==> config.mk <==
export PLATFORM = sky130hd
export DESIGN_NAME = rsa_small_key_generator
export DESIGN_NICKNAME = d
export VERILOG_FILES = /design/src/rtl/rskg_pkg.sv /design/src/rtl/rskg_div.sv /design/src/rtl/rsa_small_key_generator.sv
export SDC_FILE = /design/constraint.sdc
export NUM_CORES = 2
export LEC_CHECK = 0
export ABC_CLOCK_PERIOD_IN_PS = 25100
export BUFFER_PORTS_ARGS = -buffer_cell sky130_fd_sc_hd__buf_2
export CORE_ASPECT_RATIO = 0.7
export CORE_UTILIZATION = 45
export CTS_BUF_LIST = sky130_fd_sc_hd__clkbuf_16
export CTS_CLUSTER_DIAMETER = 80
export DETAILED_ROUTE_END_ITERATION = 8
export HOLD_SLACK_MARGIN = 0.06
export PLACE_DENSITY_LB_ADDON = 0.3
export SYNTH_ARGS = -nofsm -noshare
export SYNTH_HDL_FRONTEND = slang
export SYNTH_SLANG_ARGS = --single-unit
==> constraint.sdc <==
create_clock -name clk -period 25.1 [get_ports clk]
set_clock_uncertainty 0.15 [all_clocks]
set_input_delay 5.02 -clock clk [delete_from_list [all_inputs] [get_ports clk]]
set_output_delay 5.02 -clock clk [all_outputs]
set_load 0.02 [all_outputs]
==> src/rtl/rskg_pkg.sv <==
package rskg_pkg;

  localparam int unsigned WORD_W = 32;
  localparam int unsigned COEF_W = 34;
  localparam int unsigned NUM_CAND = 10;
  localparam int unsigned CAND_IDX_W = 4;
  localparam logic [WORD_W-1:0] MIN_MODULUS = 32'd256;

  typedef enum logic [1:0] {
    STAT_OK        = 2'd0,
    STAT_NOT_PRIME = 2'd1,
    STAT_SMALL_N   = 2'd2,
    STAT_SAME_PQ   = 2'd3
  } status_t;

  // divider request and response
  typedef struct packed {
    logic              start;
    logic [WORD_W-1:0] dividend;
    logic [WORD_W-1:0] divisor;
  } div_req_t;

  typedef struct packed {
    logic              done;
    logic [WORD_W-1:0] quotient;
    logic [WORD_W-1:0] remainder;
  } div_rsp_t;

  // fixed list of public exponent candidates
  function automatic logic [WORD_W-1:0] cand_exp(input logic [CAND_IDX_W-1:0] idx);
    logic [WORD_W-1:0] v;
    case (idx)
      4'd0: v = 32'd17;
      4'd1: v = 32'd41;
      4'd2: v = 32'd97;
      4'd3: v = 32'd257;
      4'd4: v = 32'd769;
      4'd5: v = 32'd1153;
      4'd6: v = 32'd2113;
      4'd7: v = 32'd4128;
      4'd8: v = 32'd12289;
      4'd9: v = 32'd65537;
      default: v = '0;
    endcase
    return v;
  endfunction

endpackage

==> src/rtl/rskg_div.sv <==
module rskg_div (
  input  logic              clk,
  input  logic              rst_n,
  input  rskg_pkg::div_req_t req,
  output rskg_pkg::div_rsp_t rsp
);
  import rskg_pkg::*;

  logic [WORD_W-1:0] quo_r, quo_nxt;
  logic [WORD_W-1:0] rem_r, rem_nxt;
  logic [WORD_W-1:0] dvs_r;
  logic [4:0]        cnt_r;
  logic              busy_r;
  logic              done_r;
  logic [WORD_W:0]   rem_sh;
  logic [WORD_W+1:0] diff;

  // one restoring step per cycle
  always_comb begin
    rem_sh  = {rem_r, quo_r[WORD_W-1]};
    diff    = {1'b0, rem_sh} - {2'b00, dvs_r};
    if (!diff[WORD_W+1]) begin
      rem_nxt = diff[WORD_W-1:0];
      quo_nxt = {quo_r[WORD_W-2:0], 1'b1};
    end else begin
      rem_nxt = rem_sh[WORD_W-1:0];
      quo_nxt = {quo_r[WORD_W-2:0], 1'b0};
    end
  end

  // control
  always_ff @(posedge clk) begin
    if (!rst_n) begin
      busy_r <= 1'b0;
      done_r <= 1'b0;
      cnt_r  <= '0;
    end else begin
      done_r <= 1'b0;
      if (req.start) begin
        busy_r <= 1'b1;
        cnt_r  <= '0;
      end else if (busy_r) begin
        cnt_r <= cnt_r + 5'd1;
        if (cnt_r == 5'd31) begin
          busy_r <= 1'b0;
          done_r <= 1'b1;
        end
      end
    end
  end

  // datapath
  always_ff @(posedge clk) begin
    if (req.start) begin
      quo_r <= req.dividend;
      rem_r <= '0;
      dvs_r <= req.divisor;
    end else if (busy_r) begin
      quo_r <= quo_nxt;
      rem_r <= rem_nxt;
    end
  end

  assign rsp.done      = done_r;
  assign rsp.quotient  = quo_r;
  assign rsp.remainder = rem_r;

  a_no_restart: assert property (@(posedge clk) disable iff (!rst_n)
    busy_r |-> !req.start) else $error("divider restarted while busy");
  a_done_idle: assert property (@(posedge clk) disable iff (!rst_n)
    done_r |-> !busy_r) else $error("divider done while busy");
  a_done_after_busy: assert property (@(posedge clk) disable iff (!rst_n)
    done_r |-> $past(busy_r)) else $error("divider done without work");

endmodule

==> src/rtl/rsa_small_key_generator.sv <==
// work: trial division of both inputs takes up to 2 * 254 divisions, and the gcd
//   steps of the exponent search and the inverse search take more
// throughput: one request at a time, set by the shared 32-step divider
// reset: synchronous active-low rst_n returns the sequencer to idle and drops
//   the output valid
module rsa_small_key_generator #(
  parameter int unsigned PRIME_BITS = 16
) (
  input  logic          clk,
  input  logic          rst_n,
  input  logic          in_tvalid,
  output logic          in_tready,
  input  logic [31:0]   in_tdata,   // prime_p [15:0], prime_q [31:16]
  output logic          out_tvalid,
  input  logic          out_tready,
  output logic [127:0]  out_tdata,  // modulus_n, totient, public_exp, private_exp
  output logic [1:0]    out_tuser   // status
);
  import rskg_pkg::*;

  typedef enum logic [15:0] {
    ST_IDLE    = 16'h0001,
    ST_PR_CHK  = 16'h0002,
    ST_PR_SQ   = 16'h0004,
    ST_PR_CMP  = 16'h0008,
    ST_PR_DIV  = 16'h0010,
    ST_MUL_N   = 16'h0020,
    ST_CHK_N   = 16'h0040,
    ST_MUL_PHI = 16'h0080,
    ST_E_TRY   = 16'h0100,
    ST_G_LOOP  = 16'h0200,
    ST_G_DIV   = 16'h0400,
    ST_X_LOOP  = 16'h0800,
    ST_X_DIV   = 16'h1000,
    ST_X_MUL   = 16'h2000,
    ST_X_UPD   = 16'h4000,
    ST_FIN     = 16'h8000
  } state_t;

  state_t state_r;

  logic [PRIME_BITS-1:0]  p_r, q_r;
  logic [WORD_W-1:0]      v_r, i_r;
  logic                   second_r;
  status_t                stat_r;
  logic [WORD_W-1:0]      n_r, phi_r, e_r, d_r;
  logic [CAND_IDX_W-1:0]  idx_r;
  logic                   fb_r;
  logic [WORD_W-1:0]      cand_r;
  logic [WORD_W-1:0]      ga_r, gb_r;
  logic [WORD_W-1:0]      r0_r, r1_r, quo_r;
  logic signed [COEF_W-1:0] t0_r, t1_r;
  logic signed [COEF_W-1:0] mul_r;
  logic signed [WORD_W:0]   mul_a, mul_b;
  logic signed [2*WORD_W+1:0] mul_full;
  logic signed [COEF_W-1:0] d_fix;

  div_req_t div_req;
  div_rsp_t div_rsp;

  logic              out_valid_r;
  logic [127:0]      out_data_r;
  logic [1:0]        out_user_r;

  rskg_div u_div (
    .clk   (clk),
    .rst_n (rst_n),
    .req   (div_req),
    .rsp   (div_rsp)
  );

  assign in_tready = (state_r == ST_IDLE);

  // shared multiplier operand select
  always_comb begin
    mul_a = '0;
    mul_b = '0;
    case (state_r)
      ST_PR_SQ: begin
        mul_a = signed'({1'b0, i_r});
        mul_b = signed'({1'b0, i_r});
      end
      ST_MUL_N: begin
        mul_a = signed'({1'b0, WORD_W'(p_r)});
        mul_b = signed'({1'b0, WORD_W'(q_r)});
      end
      ST_MUL_PHI: begin
        mul_a = signed'({1'b0, WORD_W'(p_r) - 32'd1});
        mul_b = signed'({1'b0, WORD_W'(q_r) - 32'd1});
      end
      ST_X_MUL: begin
        mul_a = signed'({1'b0, quo_r});
        mul_b = (WORD_W+1)'(t1_r);
      end
      default: begin
        mul_a = '0;
        mul_b = '0;
      end
    endcase
  end

  assign mul_full = mul_a * mul_b;

  // divider request
  always_comb begin
    div_req.start    = 1'b0;
    div_req.dividend = '0;
    div_req.divisor  = '0;
    case (state_r)
      ST_PR_CMP: begin
        div_req.start    = (mul_r[WORD_W-1:0] <= v_r);
        div_req.dividend = v_r;
        div_req.divisor  = i_r;
      end
      ST_G_LOOP: begin
        div_req.start    = (gb_r != '0);
        div_req.dividend = ga_r;
        div_req.divisor  = gb_r;
      end
      ST_X_LOOP: begin
        div_req.start    = (r1_r != '0);
        div_req.dividend = r0_r;
        div_req.divisor  = r1_r;
      end
      default: begin
        div_req.start = 1'b0;
      end
    endcase
  end

  assign d_fix = t0_r[COEF_W-1] ? (t0_r + signed'({2'b00, phi_r})) : t0_r;

  // sequencer
  always_ff @(posedge clk) begin
    if (!rst_n) begin
      state_r     <= ST_IDLE;
      out_valid_r <= 1'b0;
    end else begin
      if (out_valid_r && out_tready && (state_r != ST_FIN)) begin
        out_valid_r <= 1'b0;
      end
      case (state_r)
        ST_IDLE: begin
          if (in_tvalid) begin
            p_r      <= in_tdata[PRIME_BITS-1:0];
            q_r      <= in_tdata[16 +: PRIME_BITS];
            v_r      <= WORD_W'(in_tdata[PRIME_BITS-1:0]);
            second_r <= 1'b0;
            state_r  <= ST_PR_CHK;
          end
        end
        // trial division of the current value
        ST_PR_CHK: begin
          if (v_r < 32'd2) begin
            stat_r  <= STAT_NOT_PRIME;
            state_r <= ST_FIN;
          end else begin
            i_r     <= 32'd2;
            state_r <= ST_PR_SQ;
          end
        end
        ST_PR_SQ: begin
          mul_r   <= mul_full[COEF_W-1:0];
          state_r <= ST_PR_CMP;
        end
        ST_PR_CMP: begin
          if (mul_r[WORD_W-1:0] > v_r) begin
            if (!second_r) begin
              second_r <= 1'b1;
              v_r      <= WORD_W'(q_r);
              state_r  <= ST_PR_CHK;
            end else begin
              state_r <= ST_MUL_N;
            end
          end else begin
            state_r <= ST_PR_DIV;
          end
        end
        ST_PR_DIV: begin
          if (div_rsp.done) begin
            if (div_rsp.remainder == '0) begin
              stat_r  <= STAT_NOT_PRIME;
              state_r <= ST_FIN;
            end else begin
              i_r     <= i_r + 32'd1;
              state_r <= ST_PR_SQ;
            end
          end
        end
        // modulus and range checks
        ST_MUL_N: begin
          n_r     <= mul_full[WORD_W-1:0];
          state_r <= ST_CHK_N;
        end
        ST_CHK_N: begin
          if (n_r <= MIN_MODULUS) begin
            stat_r  <= STAT_SMALL_N;
            state_r <= ST_FIN;
          end else if (p_r == q_r) begin
            stat_r  <= STAT_SAME_PQ;
            state_r <= ST_FIN;
          end else begin
            stat_r  <= STAT_OK;
            state_r <= ST_MUL_PHI;
          end
        end
        ST_MUL_PHI: begin
          phi_r   <= mul_full[WORD_W-1:0];
          idx_r   <= '0;
          fb_r    <= 1'b0;
          cand_r  <= cand_exp('0);
          state_r <= ST_E_TRY;
        end
        // public exponent search
        ST_E_TRY: begin
          if (fb_r && (cand_r >= phi_r)) begin
            e_r     <= '0;
            d_r     <= '0;
            state_r <= ST_FIN;
          end else begin
            ga_r    <= cand_r;
            gb_r    <= phi_r;
            state_r <= ST_G_LOOP;
          end
        end
        ST_G_LOOP: begin
          if (gb_r != '0) begin
            state_r <= ST_G_DIV;
          end else if (ga_r == 32'd1) begin
            e_r     <= cand_r;
            r0_r    <= phi_r;
            r1_r    <= cand_r;
            t0_r    <= '0;
            t1_r    <= COEF_W'(1);
            state_r <= ST_X_LOOP;
          end else begin
            if (fb_r) begin
              cand_r <= cand_r + 32'd1;
            end else if (idx_r == CAND_IDX_W'(NUM_CAND - 1)) begin
              fb_r   <= 1'b1;
              cand_r <= 32'd2;
            end else begin
              idx_r  <= idx_r + 1'b1;
              cand_r <= cand_exp(idx_r + 1'b1);
            end
            state_r <= ST_E_TRY;
          end
        end
        ST_G_DIV: begin
          if (div_rsp.done) begin
            ga_r    <= gb_r;
            gb_r    <= div_rsp.remainder;
            state_r <= ST_G_LOOP;
          end
        end
        // inverse of e modulo phi by extended euclid
        ST_X_LOOP: begin
          if (r1_r == '0) begin
            d_r     <= d_fix[WORD_W-1:0];
            state_r <= ST_FIN;
          end else begin
            state_r <= ST_X_DIV;
          end
        end
        ST_X_DIV: begin
          if (div_rsp.done) begin
            quo_r   <= div_rsp.quotient;
            r0_r    <= r1_r;
            r1_r    <= div_rsp.remainder;
            state_r <= ST_X_MUL;
          end
        end
        ST_X_MUL: begin
          mul_r   <= mul_full[COEF_W-1:0];
          state_r <= ST_X_UPD;
        end
        ST_X_UPD: begin
          t0_r    <= t1_r;
          t1_r    <= t0_r - mul_r;
          state_r <= ST_X_LOOP;
        end
        // hand the result to the output register
        ST_FIN: begin
          if (!out_valid_r || out_tready) begin
            out_valid_r <= 1'b1;
            out_user_r  <= stat_r;
            if (stat_r == STAT_OK) begin
              out_data_r <= {d_r, e_r, phi_r, n_r};
            end else begin
              out_data_r <= '0;
            end
            state_r <= ST_IDLE;
          end
        end
        default: begin
          state_r <= ST_IDLE;
        end
      endcase
    end
  end

  assign out_tvalid = out_valid_r;
  assign out_tdata  = out_data_r;
  assign out_tuser  = out_user_r;

  a_leave_idle: assert property (@(posedge clk) disable iff (!rst_n)
    (in_tvalid && in_tready) |=> (state_r != ST_IDLE))
    else $error("request accepted but sequencer stayed idle");
  a_inverse_gcd: assert property (@(posedge clk) disable iff (!rst_n)
    (state_r == ST_X_LOOP && r1_r == '0) |-> (r0_r == 32'd1))
    else $error("public exponent not coprime with totient");
  a_error_zero: assert property (@(posedge clk) disable iff (!rst_n)
    (out_tvalid && out_tuser != STAT_OK) |-> (out_tdata == '0))
    else $error("error result carries nonzero data");
  a_fin_no_drop: assert property (@(posedge clk) disable iff (!rst_n)
    (state_r == ST_FIN && out_valid_r && !out_tready) |=> (state_r == ST_FIN))
    else $error("pending result overwritten");

endmodule

==> results_tabular.tex <==
\begin{tabular}{lr}
\hline
Metric & Value \\
\hline
\multicolumn{2}{l}{\textbf{Outcome}} \\
\quad Result of the run & finished with violations \\
\quad Violated checks & design-rule violations \\
\multicolumn{2}{l}{\textbf{Synthesis}} \\
\quad Multiplexer share of the synthesized area & around 1.8\% \\
\quad Share of synthesized flip-flops with an asynchronous set or reset & 0\% \\
\quad Number of nets in the synthesized netlist & roughly 6.2k \\
\quad Netlist area before placement & between 50,000 and 60,000 sq um \\
\quad Post-Synth Adder-Cell Area & between 20\% and 30\% \\
\quad Xor-xnor portion of the synthesized cell area & 3.69\% \\
\quad Top\_reg\_cell synth & sky130\_fd\_sc\_hd\_\_edfxtp\_1 \\
\quad Top cells by area in the synthesized netlist & sky130\_fd\_sc\_hd\_\_edfxtp\_1 (38\%), sky130\_fd\_sc\_hd\_\_fa\_1 (17\%), sky130\_fd\_sc\_hd\_\_ha\_1 (6.9\%), sky130\_fd\_sc\_hd\_\_inv\_1 (4.9\%), sky130\_fd\_sc\_hd\_\_nor2\_1 (3.9\%) \\
\quad Post-synthesis sequential element count & 760 \\
\quad Synthesized netlist cell count & about 5.4k \\
\quad Number of unique standard cell types used by synthesis & 91 \\
\quad Largest area contributor in the synthesized netlist & sky130\_fd\_sc\_hd\_\_edfxtp\_1 \\
\quad Number of enable-type register cells in the synthesized netlist & $\sim$700 \\
\quad Dominant combinational cell family by area after synthesis & adder cells \\
\quad Yosys top cell area share & a little under two fifths \\
\quad Post-synthesis compound-gate area fraction & 9.59\% \\
\quad Ys Warns & 0 \\
\quad Part of the Yosys area used for sequential elements & slightly below 40\% \\
\quad Synthesized area per cell & just over 10 sq um \\
\quad Area fraction in and, or, nand and nor cells after synthesis & 14.9\% \\
\multicolumn{2}{l}{\textbf{Floorplan}} \\
\quad Die area & roughly 130,000 sq um \\
\quad Number of rows created at floorplan & 107 \\
\quad Chip Height & 297 um \\
\quad Placeable core region & 123,000 sq um \\
\quad Horizontal extent of the die & 424 um \\
\quad Number of I/O pins & approximately 170 \\
\quad Initial core utilization & 45.7\% \\
\multicolumn{2}{l}{\textbf{Clock tree}} \\
\quad Post-CTS setup buffers & 0 \\
\quad Number of clock buffers inserted by TritonCTS & just under 80 \\
\quad Gates resized, CTS repair & 0 \\
\quad Clock tree from TritonCTS & built \\
\quad CTS Buffer Depth & 3 \\
\quad Cell at the root of the clock tree & sky130\_fd\_sc\_hd\_\_clkbuf\_16 \\
\quad Sinks on Clock Net & between 700 and 800 \\
\quad Clock latency at the later pin of the worst-skew pair & 0.71 ns \\
\quad Clock-pin slew on the worst setup and hold paths & 0.07 ns \\
\quad Quantity of hold-fixing buffers added after cts & 0 \\
\quad Clock H-tree levels & 3 \\
\multicolumn{2}{l}{\textbf{Power and ir drop}} \\
\quad Overall Power & between 2 and 3 mW \\
\quad Static power due to leakage & roughly 24 nW \\
\quad Maximum resistive drop on vdd & $\sim$0.043 mV \\
\quad PwrDens & 43.3 nW/um\^{}2 \\
\multicolumn{2}{l}{\textbf{STA}} \\
\quad RSZ-0062 raised after global routing & false \\
\quad Total negative slack & 0 ns \\
\quad Period utilization & a little over two fifths \\
\quad Slew HR & approximately 2.5\% \\
\quad Hold violation total from the final report & 0 \\
\quad Final period demand of the worst path & about 11 ns \\
\quad Final Max Tran Viols & 0 \\
\quad Max Clk Rate & roughly 94 MHz \\
\quad Setup-violating endpoint count in the final report & 0 \\
\quad Slew of the pin with the lowest slew margin & 1.45 ns \\
\multicolumn{2}{l}{\textbf{Global route}} \\
\quad Via count of the first global-routing pass & 41.0k \\
\quad Overall track demand over capacity in global routing & 30.6\% \\
\quad Global route total overflow & 0 \\
\quad Met2 Track Usage GR & between 40\% and 50\% \\
\quad GR Layer Usage met1 & roughly 45\% \\
\quad Initial antenna violation count & 20 \\
\quad Maximum number of pins on one net before global-route repair & 100 \\
\quad Met3 GRT Util & roughly 12\% \\
\quad Busiest metal layer after global routing & met1 \\
\quad Global-route wire length before repair & between 200,000 and 300,000 um \\
\multicolumn{2}{l}{\textbf{Worst setup path}} \\
\quad CP arrival & roughly 11 ns \\
\quad Nature of the critical path startpoint & flop \\
\quad Worst setup path category & flop to flop \\
\quad Required time of the critical path & around 26 ns \\
\quad Cell type of the slowest stage on the worst timing path & sky130\_fd\_sc\_hd\_\_o2111a\_1 \\
\quad Max stage delay on crit path & around 1.0 ns \\
\quad Path depth of the worst reg2reg path & 30 \\
\quad Largest fanout on the critical path & 15 \\
\quad Top cell by count, worst path & sky130\_fd\_sc\_hd\_\_fa\_1 \\
\quad Reg2Reg Capture Point & mul\_r[32] \\
\quad R2r startpoint & q\_r[0] \\
\quad Flop2flop setup slack & 14.50 ns \\
\quad Category of the worst setup path capture point & flop \\
\quad Crit path to & mul\_r[32] \\
\quad First element of the critical path & q\_r[0] \\
\multicolumn{2}{l}{\textbf{Detailed routing}} \\
\quad Remaining routing DRC violations & 67 \\
\quad DR iter-0 viols & around 6.0k \\
\quad DR vias & between 40k and 50k \\
\quad Overall routed net length & around 190,000 um \\
\quad Pre-Repair DR Iteration Count & 9 \\
\quad Antenna Violating Nets Remaining & 0 \\
\quad Number of vias per cell & just under 6 \\
\quad Average wire per cell in the routed design & 27.0 um \\
\multicolumn{2}{l}{\textbf{Flow run}} \\
\quad Max-cap violation count & 0 \\
\multicolumn{2}{l}{\textbf{Placement}} \\
\quad Half-perimeter wire length after placement & 150,000 um \\
\quad Number of port buffers & approximately 170 \\
\quad Placer Congestion & between 1 and 1.5 \\
\multicolumn{2}{l}{\textbf{Min path}} \\
\quad Min-delay src & u\_div.quo\_r[28] \\
\quad Hold/Removal Path Class & flop to flop \\
\multicolumn{2}{l}{\textbf{Layout}} \\
\quad Share of final-layout standard cells stronger than drive strength 1 & a little under a tenth \\
\quad Layout Area Growth over Synthesis & 10.0\% \\
\quad NumNets Final & 6,322 \\
\hline
\end{tabular}
==> metal layers <==
metal | routed length (um) | share of wire (%)
met1 | 82300 | 42
met5 | 64 | 0.033
met3 | 29700 | 15
met2 | 76500 | 39
met4 | 5960 | 3.1
==> registers in the layout (all words and copies together) (netlist names), 34 cells and up <==
| name | cells |
|---|---|
| mul_r | 34 |
| out_tdata | 128 |
| t0_r | 34 |
| t1_r | 34 |
==> cells in the mapped netlist, types with 16 or more instances <==
library cell,count
sky130_fd_sc_hd__inv_1,726
sky130_fd_sc_hd__edfxtp_1,704
sky130_fd_sc_hd__nor2_1,584
sky130_fd_sc_hd__nand2_1,499
sky130_fd_sc_hd__fa_1,472
sky130_fd_sc_hd__ha_1,310
sky130_fd_sc_hd__o21ai_0,219
sky130_fd_sc_hd__clkbuf_1,207
sky130_fd_sc_hd__and2_1,186
sky130_fd_sc_hd__a21oi_1,178
sky130_fd_sc_hd__xnor2_1,138
sky130_fd_sc_hd__xor2_1,89
sky130_fd_sc_hd__nor3_1,84
sky130_fd_sc_hd__nand3_1,76
sky130_fd_sc_hd__a21o_1,71
sky130_fd_sc_hd__nor4_1,61
sky130_fd_sc_hd__mux2_2,58
sky130_fd_sc_hd__dfxtp_1,56
sky130_fd_sc_hd__nand4_1,55
sky130_fd_sc_hd__a221oi_1,52
sky130_fd_sc_hd__a222oi_1,49
sky130_fd_sc_hd__nand2b_1,47
sky130_fd_sc_hd__a221o_1,35
sky130_fd_sc_hd__mux2i_1,35
sky130_fd_sc_hd__and3_1,33
sky130_fd_sc_hd__nor2b_1,29
sky130_fd_sc_hd__or2_2,25
sky130_fd_sc_hd__a31oi_1,23
sky130_fd_sc_hd__o21a_1,22
sky130_fd_sc_hd__or3_1,22
sky130_fd_sc_hd__and4_1,18
sky130_fd_sc_hd__buf_2,17
sky130_fd_sc_hd__buf_1,16
==> cells by family (layout without fill, tap and decap cells) <==
logic type	after synthesis	in the layout
other	0	10
adders and majority gates	782	782
buffers and inverters	975	1140
and+or+nand+nor	1768	1768
AOI/OAI and AO/OA	796	796
xor gates and xnor gates	231	231
muxes	93	93
DFF	760	760
==> cells in the final DEF (no fill, tap or decap), drive strengths merged, types with 18 or more instances in the layout <==
master  netlist  layout
o21a         22      22
xor2         89      89
mux2i        35      35
mux2         58      58
clkbuf      207      79
and2        187     187
or2          25      25
nor4         64      64
or3          23      23
a31oi        23      23
and4         18      18
nor2b        29      29
a21oi       178     178
fa          472     472
nand3        76      76
ha          310     310
o21ai       221     221
buf          40     265
a221oi       53      53
inv         726     750
xnor2       139     139
clkinv        2      34
nor2        584     584
nand2       500     500
edfxtp      704     704
and3         33      33
nand4        55      55
dfxtp        56      56
nand2b       47      47
nor3         84      84
a221o        37      37
a21o         71      71
a222oi       49      49
==> critical path: cells and delay by family, from the launching register on <==
kind | cells | cell delay (ns)
flops | 1 | 0.52
fa+ha+maj | 10 | 4.41
simple gates | 5 | 1.49
compound gates | 9 | 3.42
buf+inv | 6 | 0.46
==> worst min-delay path by stage <==
| stage | depth (start not counted) | slack, ns | to |
|---|---|---|---|
| after global routing | 0 | 0.30 | quo_r[28] |
| after floorplan | 0 | 0.28 | quo_r[0] |
| after detailed placement | 0 | 0.29 | quo_r[7] |
| after global placement | 0 | 0.29 | quo_r[9] |
| after CTS | 0 | 0.28 | quo_r[28] |
| final | 0 | 0.30 | quo_r[28] |
==> stage by stage <==
step | hold WS (ns) | utilization [%] | cells | cell area (sq um) | worst slack, ns
2_1_floorplan | 0.277 | - | 5405 | 56100 | 15.45
3_3_place_gp | 0.287 | 48.1 | 7058 | 59000 | 14.58
3_5_place_dp | 0.291 | 48.1 | 7058 | 59000 | 14.52
4_1_cts | 0.276 | 50.3 | 7205 | 61700 | 14.50
5_1_grt | 0.302 | 50.3 | 7206 | 61700 | 14.10
6_report | 0.295 | 50.3 | 7215 | 61700 | 14.50
==> where the power goes <==
| group | switching (mW) | leakage [nW] | total (mW) | internal (mW) |
|---|---|---|---|---|
| Clock | 0.550 | 1.37 | 1.24 | 0.689 |
| Combinational | 0.0332 | 17.0 | 0.0485 | 0.0153 |
| Sequential | 0.0133 | 6.06 | 1.38 | 1.37 |
==> cell type report <==
class / instances / area, sq um
clock inverters: 68 / 723
inverters: 728 / 2730
diodes: 10 / 25.0
well taps: 1635 / 2050
fillers: 11100 / 60900
multi-input cells: 3670 / 30400
clock buffers: 79 / 1980
repair buffers: 265 / 1570
flip-flops and latches: 760 / 22300
No activity file was read; power rests on OpenSTA's default activity.
